<file path="src/sv/cbp_pkg.sv">
// cbp_pkg: shared constants, state type and divider control and status types for coupon_bond_price
// used by cbp_div, coupon_bond_price and cbp_checker; no dependencies
`timescale 1ns / 1ps

package cbp_pkg;

    localparam int FRAC_BITS            = 32;
    localparam int MAX_MATURITY_YEARS   = 100;
    localparam int MAX_COUPONS_PER_YEAR = 12;

    // input field widths
    localparam int YIELD_W = 16;
    localparam int RATE_W  = 16;
    localparam int FACE_W  = 32;
    localparam int FREQ_W  = 4;
    localparam int YEARS_W = 7;
    localparam int PRICE_W = 48;

    // datapath widths
    localparam int D_W    = FRAC_BITS + 1;            // d and running power, up to 1.0
    localparam int N_W    = YEARS_W + FREQ_W;         // period count
    localparam int SUM_W  = N_W + D_W - 1;            // sum of up to 1200 powers
    localparam int X_W    = FACE_W + RATE_W;          // face times rate
    localparam int ACC_W  = X_W + SUM_W;              // face * rate * sum
    localparam int REM_W  = FREQ_W + YIELD_W;         // divider remainder and divisor
    localparam int MUL_W  = D_W;                      // shared multiplier operand
    localparam int PROD_W = 2 * MUL_W;
    localparam int ITER_W = $clog2(ACC_W + 1);

    // partial product split for the coupon numerator
    localparam int XLO_W = X_W / 2;
    localparam int XHI_W = X_W - XLO_W;
    localparam int SLO_W = SUM_W / 2 + 1;
    localparam int SHI_W = SUM_W - SLO_W;

    // rounding shifts
    localparam int CP_SHIFT = FRAC_BITS + 8;
    localparam int CP_W     = ACC_W + 1 - CP_SHIFT;
    localparam int FP_SHIFT = FRAC_BITS - 8;
    localparam int FP_W     = PROD_W - FP_SHIFT;
    localparam int PSUM_W   = CP_W + 1;

    localparam int DIV_ITERS_D = FRAC_BITS + 1;
    localparam int DIV_ITERS_C = ACC_W;

    localparam logic [PRICE_W-1:0] PRICE_MAX = {PRICE_W{1'b1}};
    localparam logic [D_W-1:0]     ONE_FX    = D_W'(1) << FRAC_BITS;

    typedef enum logic [3:0] {
        ST_IDLE,
        ST_DIVD_GO,
        ST_DIVD_WAIT,
        ST_PWR,
        ST_FR,
        ST_MACC,
        ST_DIVC_GO,
        ST_DIVC_WAIT,
        ST_FACE,
        ST_SUM,
        ST_DONE
    } state_t;

    typedef struct packed {
        logic              start;
        logic [ITER_W-1:0] iters;
    } div_ctl_t;

    typedef struct packed {
        logic busy;
        logic done;
    } div_stat_t;

endpackage

</file>
<file path="src/sv/cbp_div.sv">
// cbp_div: shared restoring divider, one quotient bit per cycle, dividend shifted msb first
// depends on cbp_pkg
`timescale 1ns / 1ps

module cbp_div (
    input  logic                        aclk,
    input  logic                        aresetn,
    input  cbp_pkg::div_ctl_t           ctl,
    input  logic [cbp_pkg::REM_W-1:0]   init_rem,
    input  logic [cbp_pkg::ACC_W-1:0]   init_dvd,
    input  logic [cbp_pkg::REM_W-1:0]   divisor,
    output cbp_pkg::div_stat_t          stat,
    output logic [cbp_pkg::ACC_W-1:0]   quot
);
    import cbp_pkg::*;

    logic [REM_W-1:0]  rem_reg;
    logic [ACC_W-1:0]  dvd_reg;
    logic [REM_W-1:0]  div_reg;
    logic [ITER_W-1:0] cnt_reg;
    logic              busy_reg;
    logic              done_reg;

    logic [REM_W:0]    rem_sh;
    logic              ge;
    logic [REM_W-1:0]  rem_next;

    always_comb begin
        rem_sh   = {rem_reg, dvd_reg[ACC_W-1]};
        ge       = rem_sh >= {1'b0, div_reg};
        rem_next = ge ? REM_W'(rem_sh - {1'b0, div_reg}) : rem_sh[REM_W-1:0];
    end

    always_ff @(posedge aclk) begin
        if (!aresetn) begin
            busy_reg <= 1'b0;
            done_reg <= 1'b0;
            cnt_reg  <= '0;
        end else if (ctl.start) begin
            busy_reg <= 1'b1;
            done_reg <= 1'b0;
            cnt_reg  <= ctl.iters;
        end else if (busy_reg) begin
            cnt_reg <= cnt_reg - ITER_W'(1);
            if (cnt_reg == ITER_W'(1)) begin
                busy_reg <= 1'b0;
                done_reg <= 1'b1;
            end
        end else begin
            done_reg <= 1'b0;
        end
    end

    always_ff @(posedge aclk) begin
        if (ctl.start) begin
            rem_reg <= init_rem;
            dvd_reg <= init_dvd;
            div_reg <= divisor;
        end else if (busy_reg) begin
            rem_reg <= rem_next;
            dvd_reg <= {dvd_reg[ACC_W-2:0], ge};
        end
    end

    assign stat.busy = busy_reg;
    assign stat.done = done_reg;
    assign quot      = dvd_reg;

endmodule

</file>
<file path="src/sv/coupon_bond_price.sv">
// Fixed-coupon bond present value. One bond is taken per transfer and one price is returned
// per bond. A bond with n = maturity_years * coupons_per_year periods passes through the
// discount power loop, one period per cycle through the single shared multiplier, and the
// bit-serial divider, which runs once for the discount factor (33 steps) and once for the
// coupon split (91 steps). s_ready is high only between bonds; a finished price waits in
// the output register, so the next bond may be taken before it is read.
// depends on cbp_pkg and cbp_div
`timescale 1ns / 1ps

module coupon_bond_price (
    input  logic                          aclk,
    input  logic                          aresetn,
    input  logic                          s_valid,
    output logic                          s_ready,
    input  logic [cbp_pkg::YIELD_W-1:0]   s_annual_yield,
    input  logic [cbp_pkg::RATE_W-1:0]    s_coupon_frac,
    input  logic [cbp_pkg::FACE_W-1:0]    s_par_amount,
    input  logic [cbp_pkg::FREQ_W-1:0]    s_coupons_per_year,
    input  logic [cbp_pkg::YEARS_W-1:0]   s_maturity_years,
    output logic                          m_valid,
    input  logic                          m_ready,
    output logic [cbp_pkg::PRICE_W-1:0]   m_bond_price
);
    import cbp_pkg::*;

    state_t state_reg, state_next;

    logic [FACE_W-1:0]  face_reg;
    logic [RATE_W-1:0]  rate_reg;
    logic [FREQ_W-1:0]  freq_reg;
    logic [N_W-1:0]     n_reg;
    logic [REM_W-1:0]   den_reg;
    logic [D_W-1:0]     d_reg;
    logic [D_W-1:0]     p_reg;
    logic [SUM_W-1:0]   sum_reg;
    logic [N_W-1:0]     cnt_reg;
    logic [X_W-1:0]     x_reg;
    logic [2:0]         k_reg;
    logic [ACC_W-1:0]   acc_reg;
    logic [PROD_W-1:0]  prod_reg;
    logic [CP_W-1:0]    cp_reg;
    logic [PRICE_W-1:0] price_reg;
    logic [PRICE_W-1:0] m_bond_price_reg;
    logic               m_valid_reg;

    logic               accept;
    logic               out_free;
    logic [FREQ_W-1:0]  freq_c;
    logic [YEARS_W-1:0] years_c;
    logic [N_W-1:0]     n_c;
    logic [REM_W-1:0]   num_c;
    logic [REM_W-1:0]   den_c;
    logic [D_W:0]       d_c;

    logic [MUL_W-1:0]   mul_a;
    logic [MUL_W-1:0]   mul_b;
    logic [PROD_W-1:0]  mul_p;
    logic [PROD_W-1:0]  p_rnd;
    logic [D_W-1:0]     p_new;
    logic [2:0]         km1;
    logic [5:0]         acc_sh;
    logic [ACC_W-1:0]   addend;
    logic [ACC_W:0]     cp_rnd;
    logic [PROD_W-1:0]  fp_rnd;
    logic [FP_W-1:0]    fp_c;
    logic [PSUM_W-1:0]  psum;

    div_ctl_t           div_ctl;
    div_stat_t          div_stat;
    logic [REM_W-1:0]   div_rem;
    logic [ACC_W-1:0]   div_dvd;
    logic [REM_W-1:0]   div_den;
    logic [ACC_W-1:0]   quot;

    cbp_div u_div (
        .aclk     (aclk),
        .aresetn  (aresetn),
        .ctl      (div_ctl),
        .init_rem (div_rem),
        .init_dvd (div_dvd),
        .divisor  (div_den),
        .stat     (div_stat),
        .quot     (quot)
    );

    // input clamps and setup values
    always_comb begin
        accept = s_valid && s_ready;
        priority if (s_coupons_per_year == '0) begin
            freq_c = FREQ_W'(1);
        end else if (s_coupons_per_year > FREQ_W'(MAX_COUPONS_PER_YEAR)) begin
            freq_c = FREQ_W'(MAX_COUPONS_PER_YEAR);
        end else begin
            freq_c = s_coupons_per_year;
        end
        years_c = (s_maturity_years > YEARS_W'(MAX_MATURITY_YEARS)) ?
                  YEARS_W'(MAX_MATURITY_YEARS) : s_maturity_years;
        n_c     = N_W'(years_c) * N_W'(freq_c);
        num_c   = {freq_c, {YIELD_W{1'b0}}};
        den_c   = num_c + REM_W'(s_annual_yield);
        d_c     = {1'b0, quot[D_W-1:0]} + (D_W+1)'(1);
    end

    // shared multiplier and rounding paths
    always_comb begin
        mul_p  = PROD_W'(mul_a) * PROD_W'(mul_b);
        p_rnd  = mul_p + (PROD_W'(1) << (FRAC_BITS - 1));
        p_new  = D_W'(p_rnd >> FRAC_BITS);
        km1    = k_reg - 3'd1;
        acc_sh = (km1[0] ? 6'(XLO_W) : 6'd0) + (km1[1] ? 6'(SLO_W) : 6'd0);
        addend = ACC_W'(prod_reg) << acc_sh;
        cp_rnd = {1'b0, quot} + ((ACC_W+1)'(1) << (CP_SHIFT - 1));
        fp_rnd = prod_reg + (PROD_W'(1) << (FP_SHIFT - 1));
        fp_c   = FP_W'(fp_rnd >> FP_SHIFT);
        psum   = PSUM_W'(cp_reg) + PSUM_W'(fp_c);
    end

    always_comb begin
        state_next = state_reg;
        unique case (state_reg)
            ST_IDLE:      if (s_valid) state_next = ST_DIVD_GO;
            ST_DIVD_GO:   state_next = ST_DIVD_WAIT;
            ST_DIVD_WAIT: if (div_stat.done) state_next = ST_PWR;
            ST_PWR:       if (cnt_reg == n_reg) state_next = ST_FR;
            ST_FR:        state_next = ST_MACC;
            ST_MACC:      if (k_reg == 3'd4) state_next = ST_DIVC_GO;
            ST_DIVC_GO:   state_next = ST_DIVC_WAIT;
            ST_DIVC_WAIT: if (div_stat.done) state_next = ST_FACE;
            ST_FACE:      state_next = ST_SUM;
            ST_SUM:       state_next = ST_DONE;
            ST_DONE:      if (out_free) state_next = ST_IDLE;
            default:      state_next = ST_IDLE;
        endcase
    end

    always_comb begin
        s_ready       = (state_reg == ST_IDLE);
        out_free      = !m_valid_reg || m_ready;
        div_ctl.start = (state_reg == ST_DIVD_GO) || (state_reg == ST_DIVC_GO);
        div_ctl.iters = (state_reg == ST_DIVC_GO) ? ITER_W'(DIV_ITERS_C) : ITER_W'(DIV_ITERS_D);
        div_rem       = (state_reg == ST_DIVC_GO) ? '0 : {freq_reg, {YIELD_W{1'b0}}};
        div_dvd       = (state_reg == ST_DIVC_GO) ? acc_reg : '0;
        div_den       = (state_reg == ST_DIVC_GO) ? REM_W'(freq_reg) : den_reg;
        mul_a         = '0;
        mul_b         = '0;
        unique case (state_reg)
            ST_PWR: begin
                mul_a = p_reg;
                mul_b = d_reg;
            end
            ST_FR: begin
                mul_a = MUL_W'(face_reg);
                mul_b = MUL_W'(rate_reg);
            end
            ST_MACC: begin
                mul_a = k_reg[0] ? MUL_W'(x_reg[X_W-1:XLO_W]) : MUL_W'(x_reg[XLO_W-1:0]);
                mul_b = k_reg[1] ? MUL_W'(sum_reg[SUM_W-1:SLO_W]) : MUL_W'(sum_reg[SLO_W-1:0]);
            end
            ST_FACE: begin
                mul_a = MUL_W'(face_reg);
                mul_b = p_reg;
            end
            default: begin
            end
        endcase
    end

    always_ff @(posedge aclk) begin
        if (!aresetn) begin
            state_reg   <= ST_IDLE;
            m_valid_reg <= 1'b0;
        end else begin
            state_reg <= state_next;
            if (state_reg == ST_DONE && out_free) begin
                m_valid_reg <= 1'b1;
            end else if (m_ready) begin
                m_valid_reg <= 1'b0;
            end
        end
    end

    always_ff @(posedge aclk) begin
        if (accept) begin
            face_reg <= s_par_amount;
            rate_reg <= s_coupon_frac;
            freq_reg <= freq_c;
            n_reg    <= n_c;
            den_reg  <= den_c;
            p_reg    <= ONE_FX;
            sum_reg  <= '0;
            cnt_reg  <= '0;
            k_reg    <= '0;
            acc_reg  <= '0;
        end
        unique case (state_reg)
            ST_DIVD_WAIT: begin
                if (div_stat.done) d_reg <= d_c[D_W:1];
            end
            ST_PWR: begin
                if (cnt_reg != n_reg) p_reg <= p_new;
                if (cnt_reg != '0) sum_reg <= sum_reg + SUM_W'(p_reg);
                cnt_reg <= cnt_reg + N_W'(1);
            end
            ST_FR: begin
                x_reg <= mul_p[X_W-1:0];
            end
            ST_MACC: begin
                if (k_reg != 3'd4) prod_reg <= mul_p;
                if (k_reg != 3'd0) acc_reg <= acc_reg + addend;
                k_reg <= k_reg + 3'd1;
            end
            ST_FACE: begin
                prod_reg <= mul_p;
                cp_reg   <= cp_rnd[ACC_W:CP_SHIFT];
            end
            ST_SUM: begin
                price_reg <= (psum > PSUM_W'(PRICE_MAX)) ? PRICE_MAX : psum[PRICE_W-1:0];
            end
            ST_DONE: begin
                if (out_free) m_bond_price_reg <= price_reg;
            end
            default: begin
            end
        endcase
    end

    assign m_valid      = m_valid_reg;
    assign m_bond_price = m_bond_price_reg;

endmodule

</file>
<file path="config.mk">
export PLATFORM = sky130hd
export DESIGN_NAME = coupon_bond_price
export DESIGN_NICKNAME = d
export VERILOG_FILES = /design/src/sv/cbp_pkg.sv /design/src/sv/cbp_div.sv /design/src/sv/coupon_bond_price.sv
export SDC_FILE = /design/constraint.sdc
export NUM_CORES = 2
export LEC_CHECK = 0
export BUFFER_PORTS_ARGS = -buffer_cell sky130_fd_sc_hd__buf_2
export CAP_MARGIN = 20
export CORE_UTILIZATION = 23
export DETAILED_ROUTE_END_ITERATION = 12
export PLACE_DENSITY = 0.34
export SETUP_SLACK_MARGIN = 0.1
export SLEW_MARGIN = 20
export SYNTH_ARGS = -nofsm -noshare
export SYNTH_HDL_FRONTEND = slang
export SYNTH_SLANG_ARGS = --single-unit
</file>
<file path="constraint.sdc">
create_clock -name aclk -period 15.8 [get_ports aclk]
set_input_delay 1.58 -clock aclk [delete_from_list [all_inputs] [get_ports aclk]]
set_output_delay 1.58 -clock aclk [all_outputs]
set_load 0.1 [all_outputs]
</file>
[Yosys cells after proc, flatten, opt, wreduce, memory -nomap -nowiden]
Cells that the tools add are included.
Storage, ports and cells
  flip-flop bits (word level): 704
  logic and storage cells: 137
  input port bits: 79
  output and inout bits: 50
Cells by class
  order comparisons: 4
  reduce and logical (&&, ||, !) cells: 20
  shifts and indexed selects: 1
  equal/unequal tests: 22
  add/sub/neg operators: 14
  mux-type cells: 47
  multipliers: 2
  bitwise operators: 2
Operators by type and width (number)
  $mux W91: 6
  $pmux W33 S4: 1
  $pmux W66 S2: 1
  $mux W43: 3
  $mux W33: 3
  $pmux W33 S3: 1
  $add A91 B40 Y92 const B: 1
  $add A91 B91 Y91: 1
  $shl A66 B6 Y91: 1
  $mux W20: 4
  $add A66 B24 Y66 const B: 1
  $mul A33 B33 Y66: 1
  $mux W66: 1
  $add A65 B32 Y65 const B: 1
  $add A52 B42 Y53: 1
  $gt A53 B48 Y1 const B: 1
  $pmux W4 S11: 1
  $add A43 B33 Y43: 1
  $mux W4: 9
  $add A33 B1 Y34 const B: 1
  $mux W7: 4
  $mux W24: 1
  $mux W11: 2
  $mux W22: 1
  37 further kinds: 64

[Logic depth before layout (Yosys ltp)]
  depth after elaboration: 7
  mapped depth: 41
  mapped depth without buffers: 36

[By module]
Synthesis repeated with hierarchy kept, for this count alone.
Second synthesis, totals
  cells, all modules: 8463
  area total of the unflattened synthesis: 78306.4 sq um
Modules (own cells, without submodules)
  coupon_bond_price: cells an instance 7946, sequential area each 15094.5 sq um, instances 1, area each 71225.8 sq um
  cbp_div: cells an instance 517, sequential area each 4113.9 sq um, instances 1, area each 7080.5 sq um

[Worst setup path before layout]
Ideal clock, no wire load.
  path type: reg2reg
  start point: register state_reg[2]
  end point: register p_reg[32]
  setup slack: 4.744 ns
  data required time: 15.712 ns
  path buffers: 3
  stages on the path, launching flop included: 32
  clock period less this slack: 11.056 ns
  arrival time: 10.968 ns
  library setup time: 0.088 ns
  path through: dfxtp_1 -> nand2b_1 -> nor3_1 -> clkbuf_1 -> clkbuf_1 -> a221oi_1 -> nor2_1 -> fa_1 -> fa_1 -> inv_1 -> fa_1 -> inv_1 -> fa_1 -> inv_1 -> fa_1 -> fa_1 -> fa_1 -> fa_1 -> inv_1 -> ha_1 -> clkbuf_1 -> nand4_1 -> or4_1 -> a211oi_2 -> nor2_1 -> xnor2_1 -> nand3_1 -> or4_1 -> nor4_4 -> nand4_2 -> o311a_1 -> a211oi_1
Between the ends
  cells in the longest elaborated chain, start to end: 7
  elaborated cells between the ends (all ways): 14
  classes of those cells: add/sub (1); mul (1); eq/ne (4); mux (5); reduce/logical (3)
RTL lines
  from (decl): line coupon_bond_price.sv:26  | state_t state_reg, state_next;
  from (signal assigned): line coupon_bond_price.sv:173  | state_reg <= state_next;
  $eq A4 B4 Y1 / $eq A4 B3 Y1 (equally long branches): line coupon_bond_price.sv:146  | unique case (state_reg)
  $reduce_or A2 Y1 (no line)
  $pmux W33 S3: line coupon_bond_price.sv:146
  $mul A33 B33 Y66 (*): line coupon_bond_price.sv:106  | mul_p = PROD_W'(mul_a) * PROD_W'(mul_b);
  named net mul_p[36]: line coupon_bond_price.sv:57  | logic [PROD_W-1:0] mul_p;
  $add A65 B32 Y65 (*): line coupon_bond_price.sv:107  | p_rnd = mul_p + (PROD_W'(1) << (FRAC_BITS - 1));
  $mux W33 (*): line coupon_bond_price.sv:200  | if (cnt_reg != n_reg) p_reg <= p_new;
  $mux W33 (*): line coupon_bond_price.sv:195  | unique case (state_reg)
  to (signal assigned): line coupon_bond_price.sv:200
  to (decl): line coupon_bond_price.sv:34  | logic [D_W-1:0] p_reg;
The timed path passes the listed nets; every way through them passes the cells marked *.
A chain may end at the register's enable or synchronous reset.

[Worst setup path after layout]
  start point: register state_reg[3]
  end point: register p_reg[31]
Same word-level chain as after synthesis.

==> flow_summary.ini <==
[synthesis]
synth_seq_cells = 700
synth_cells = 8228
synth_flop_cell = edfxtp_1
synth.distinct_cells = 95
synth_top_family_by_area = adder cells
yosys.area_share.simple_pct = 14.71
synth.top_cell.area_share_pct = 25.42
synth_area_per_cell_um2 = 9.302
async_reset_ff_share_pct = 0
synth_xor_area_share_pct = 4.530
synthAdderAreaFrac_pct = 33.20
netlist_area_um2 = 76540
synth_mux_area_share_pct = 2.442
synthesis.nets = 9755
ys_warn_count = 0
synthTopCellsByArea = fa_1 25%, edfxtp_1 20%, ha_1 7.8%
synth_seq_area_share_pct = 25.10
synth_edf_count = 519
synth_top_cell_by_area = fa_1
synth_compound_area_share_pct = 12.13

[floorplanning]
die_h_um = 578.9
row_count = 211
ios = 129
die_area_um2 = 335100
core_um2 = 330800
die_w_um = 578.9
start_util_pct = 23.14

[power]
p_sw_mw = 2.603
clock_power_share_pct = 32.6
power.density_nw_per_um2 = 80.47
switching_share_pct = 37.53
p_comb_share_pct = 30.2
p_leak_nw = 36.97
seq_power_share_pct = 37.2
irDropWorstVdd_mv = 0.08691
internal-power_mw = 4.333

[detailed_routing]
drt_iter0_markers = 4524
post-route-drc-count = 0
antenna_left = 0
post_drt_wl_per_cell_um = 25.17
vias_per_cell = 4.755
vias = 60250
drt_wl_total_mm = 319.0
first_pass_iters = 8

[global_routing]
use_met3_pct = 1.900
grt_antenna_before_repair = 12
grt_use_total_pct = 18.96
grt_pass1_wl_mm = 459.5
first_global_vias = 62260
grt_max_degree = 123
met1_usage_pct = 26.54
overflow = 0
grt-busiest-layer = met2
met2_usage_pct = 30.72

[setup_path]
crit_fanout = 46
path_buf_inv = 7
startpoint = state_reg[3]
critPathKind = reg2reg
cp.arrival_ns = 14.50
cp_top_family = adder cells
critPathSlowestCell = a221oi_2
r2r_start = state_reg[3]
cp_data_required_time_ns = 16.55
cp_common_cell = fa_1
start_kind = flip-flop
cp-end-kind = flip-flop
slowest_delay_ns = 1.11

[placed_design]
dp.cells = 12490
dp.final_hpwl_mm = 254.4
place_ws_ns = 2.445
port-buffer-count = 128
place.gp.congestion = 0.9104

[sta]
timing.final.ws_setup_ns = 2.052
max_slew_margin_pct = 13.99
fin_crit_sh_pct = 87.01
drv_slew = 0
tightest_slew_ns = 1.290
final_hold_viol_count = 0
setup_viol = 0
finalSetupTns_ns = 0
fmax_mhz = 72.74
rsz0062_at_grt = no
min_period_ns = 13.75
fin_skew_ns = 0.06815

[layout]
finish.utilization_pct = 26.06
fin_nets = 9751
syn_to_final_growth_pct = 12.62
final_common_cell = inv_1
drive_gt1_share_pct = 7.784
ff_latch_area_um2 = 19210
multi_input_area_um2 = 51850
final_cell_count_no_fill = 12670
fillCellCount = 35470
layout_common_cells = 1178 x inv_1, 1030 x nand2_1, 972 x fa_1

[min_path]
worstHoldPathType = reg2reg
hp-start = price_reg[28]

[clock_tree]
clk_latency_ns = 0.86
htree_levels = 3
numClockSinks = 700
cts_setup_buffers = 0
cts_tree = done
clockRootBuffer = clkbuf_16
cts_buffers = 99
clkTransAtPathRegs_ns = 0.06
postCtsHoldBufs = 0
ctsResizeCount = 0
clk_path_buf_depth = 4

[outcome]
outcome = completed

[run]
maxCapViolations = 0
per-layer routing:
| layer | wire length, um | part of all wire (%) |
|---|---|---|
| met1 | 148300 | 47 |
| met2 | 146400 | 46 |
| met3 | 13980 | 4.4 |
| met4 | 10240 | 3.2 |
| met5 | 34 | 0.011 |
power by group through the flow:
| stage | logic [mW] | registers [mW] | clock network [mW] |
|---|---|---|---|
| after floorplan | 1.40 | 2.49 | 0 |
| after global placement | 2.09 | 2.62 | 0 |
| after detailed placement | 2.09 | 2.62 | 0 |
| after CTS | 2.11 | 2.58 | 2.36 |
| after global routing | 2.29 | 2.61 | 2.40 |
| final | 2.10 | 2.58 | 2.26 |
path summary, 6_finish.rpt:
path	endpoint	slack, ns	cells past startpoint
hold reg to reg	m_bond_price[28]	0.42	0
setup reg to reg	p_reg[31]	2.05	33
setup / recovery	p_reg[31]	2.05	33
hold / removal	m_bond_price[28]	0.42	0
stage by stage:
stage | hold WS (ns) | cell area [um2] | total power [mW]
CTS | 0.4177 | 86180 | 7.049
floorplan | 0.4003 | 76540 | 3.892
detailed placement | 0.4045 | 83040 | 4.712
finish | 0.4163 | 86200 | 6.936
global route | 0.4237 | 86190 | 7.305
global placement | 0.4010 | 83040 | 4.711
kinds of logic (layout without fill, tap and decap cells):
family / after synthesis / in the layout
AO/OA/AOI/OAI: 1391 / 1391
AND/OR/NAND/NOR: 2563 / 2563
other: 0 / 7
flip-flops: 700 / 700
multiplexers: 129 / 129
XOR/XNOR: 395 / 395
buffers and inverters: 1602 / 1673
adder cells (fa/ha/maj): 1448 / 1448
synthesized netlist by cell type (16+ instances only):
master    count
o211ai_1     20
fa_1        972
o21a_1       31
inv_1      1180
a211oi_1     28
dfxtp_1     181
clkbuf_1    377
o21ai_0     323
or2_2        16
edfxtp_1    519
nand2b_1     54
a31oi_1      36
a22o_1      122
mux4_2       45
ha_1        476
a221oi_1     50
nor2b_1      67
and3_1       64
nand3_1     180
nor3_1       66
and4_1       19
a21boi_0     19
buf_1        34
xnor2_1     231
a221o_1      50
o21bai_1     52
a21o_1      155
nor4_1       17
a21oi_1     327
or3_1        17
o31ai_1      25
and2_1       67
mux2i_1      72
a22oi_1      25
xor2_1      163
nor2_1      825
nand4_1      99
nand2_1    1032
layout make-up:
cell class                 instances  share of cell area [%]
inverter                        1181                   5.146
antenna                            7                 0.02032
timing repair buffer             316                   2.424
clock inverter                    50                  0.5966
clock buffer                     126                   3.038
sequential                       700                   22.28
tap                             4366                   6.337
multi-input combinational       5926                   60.15
(Power assumes the default switching activity.)
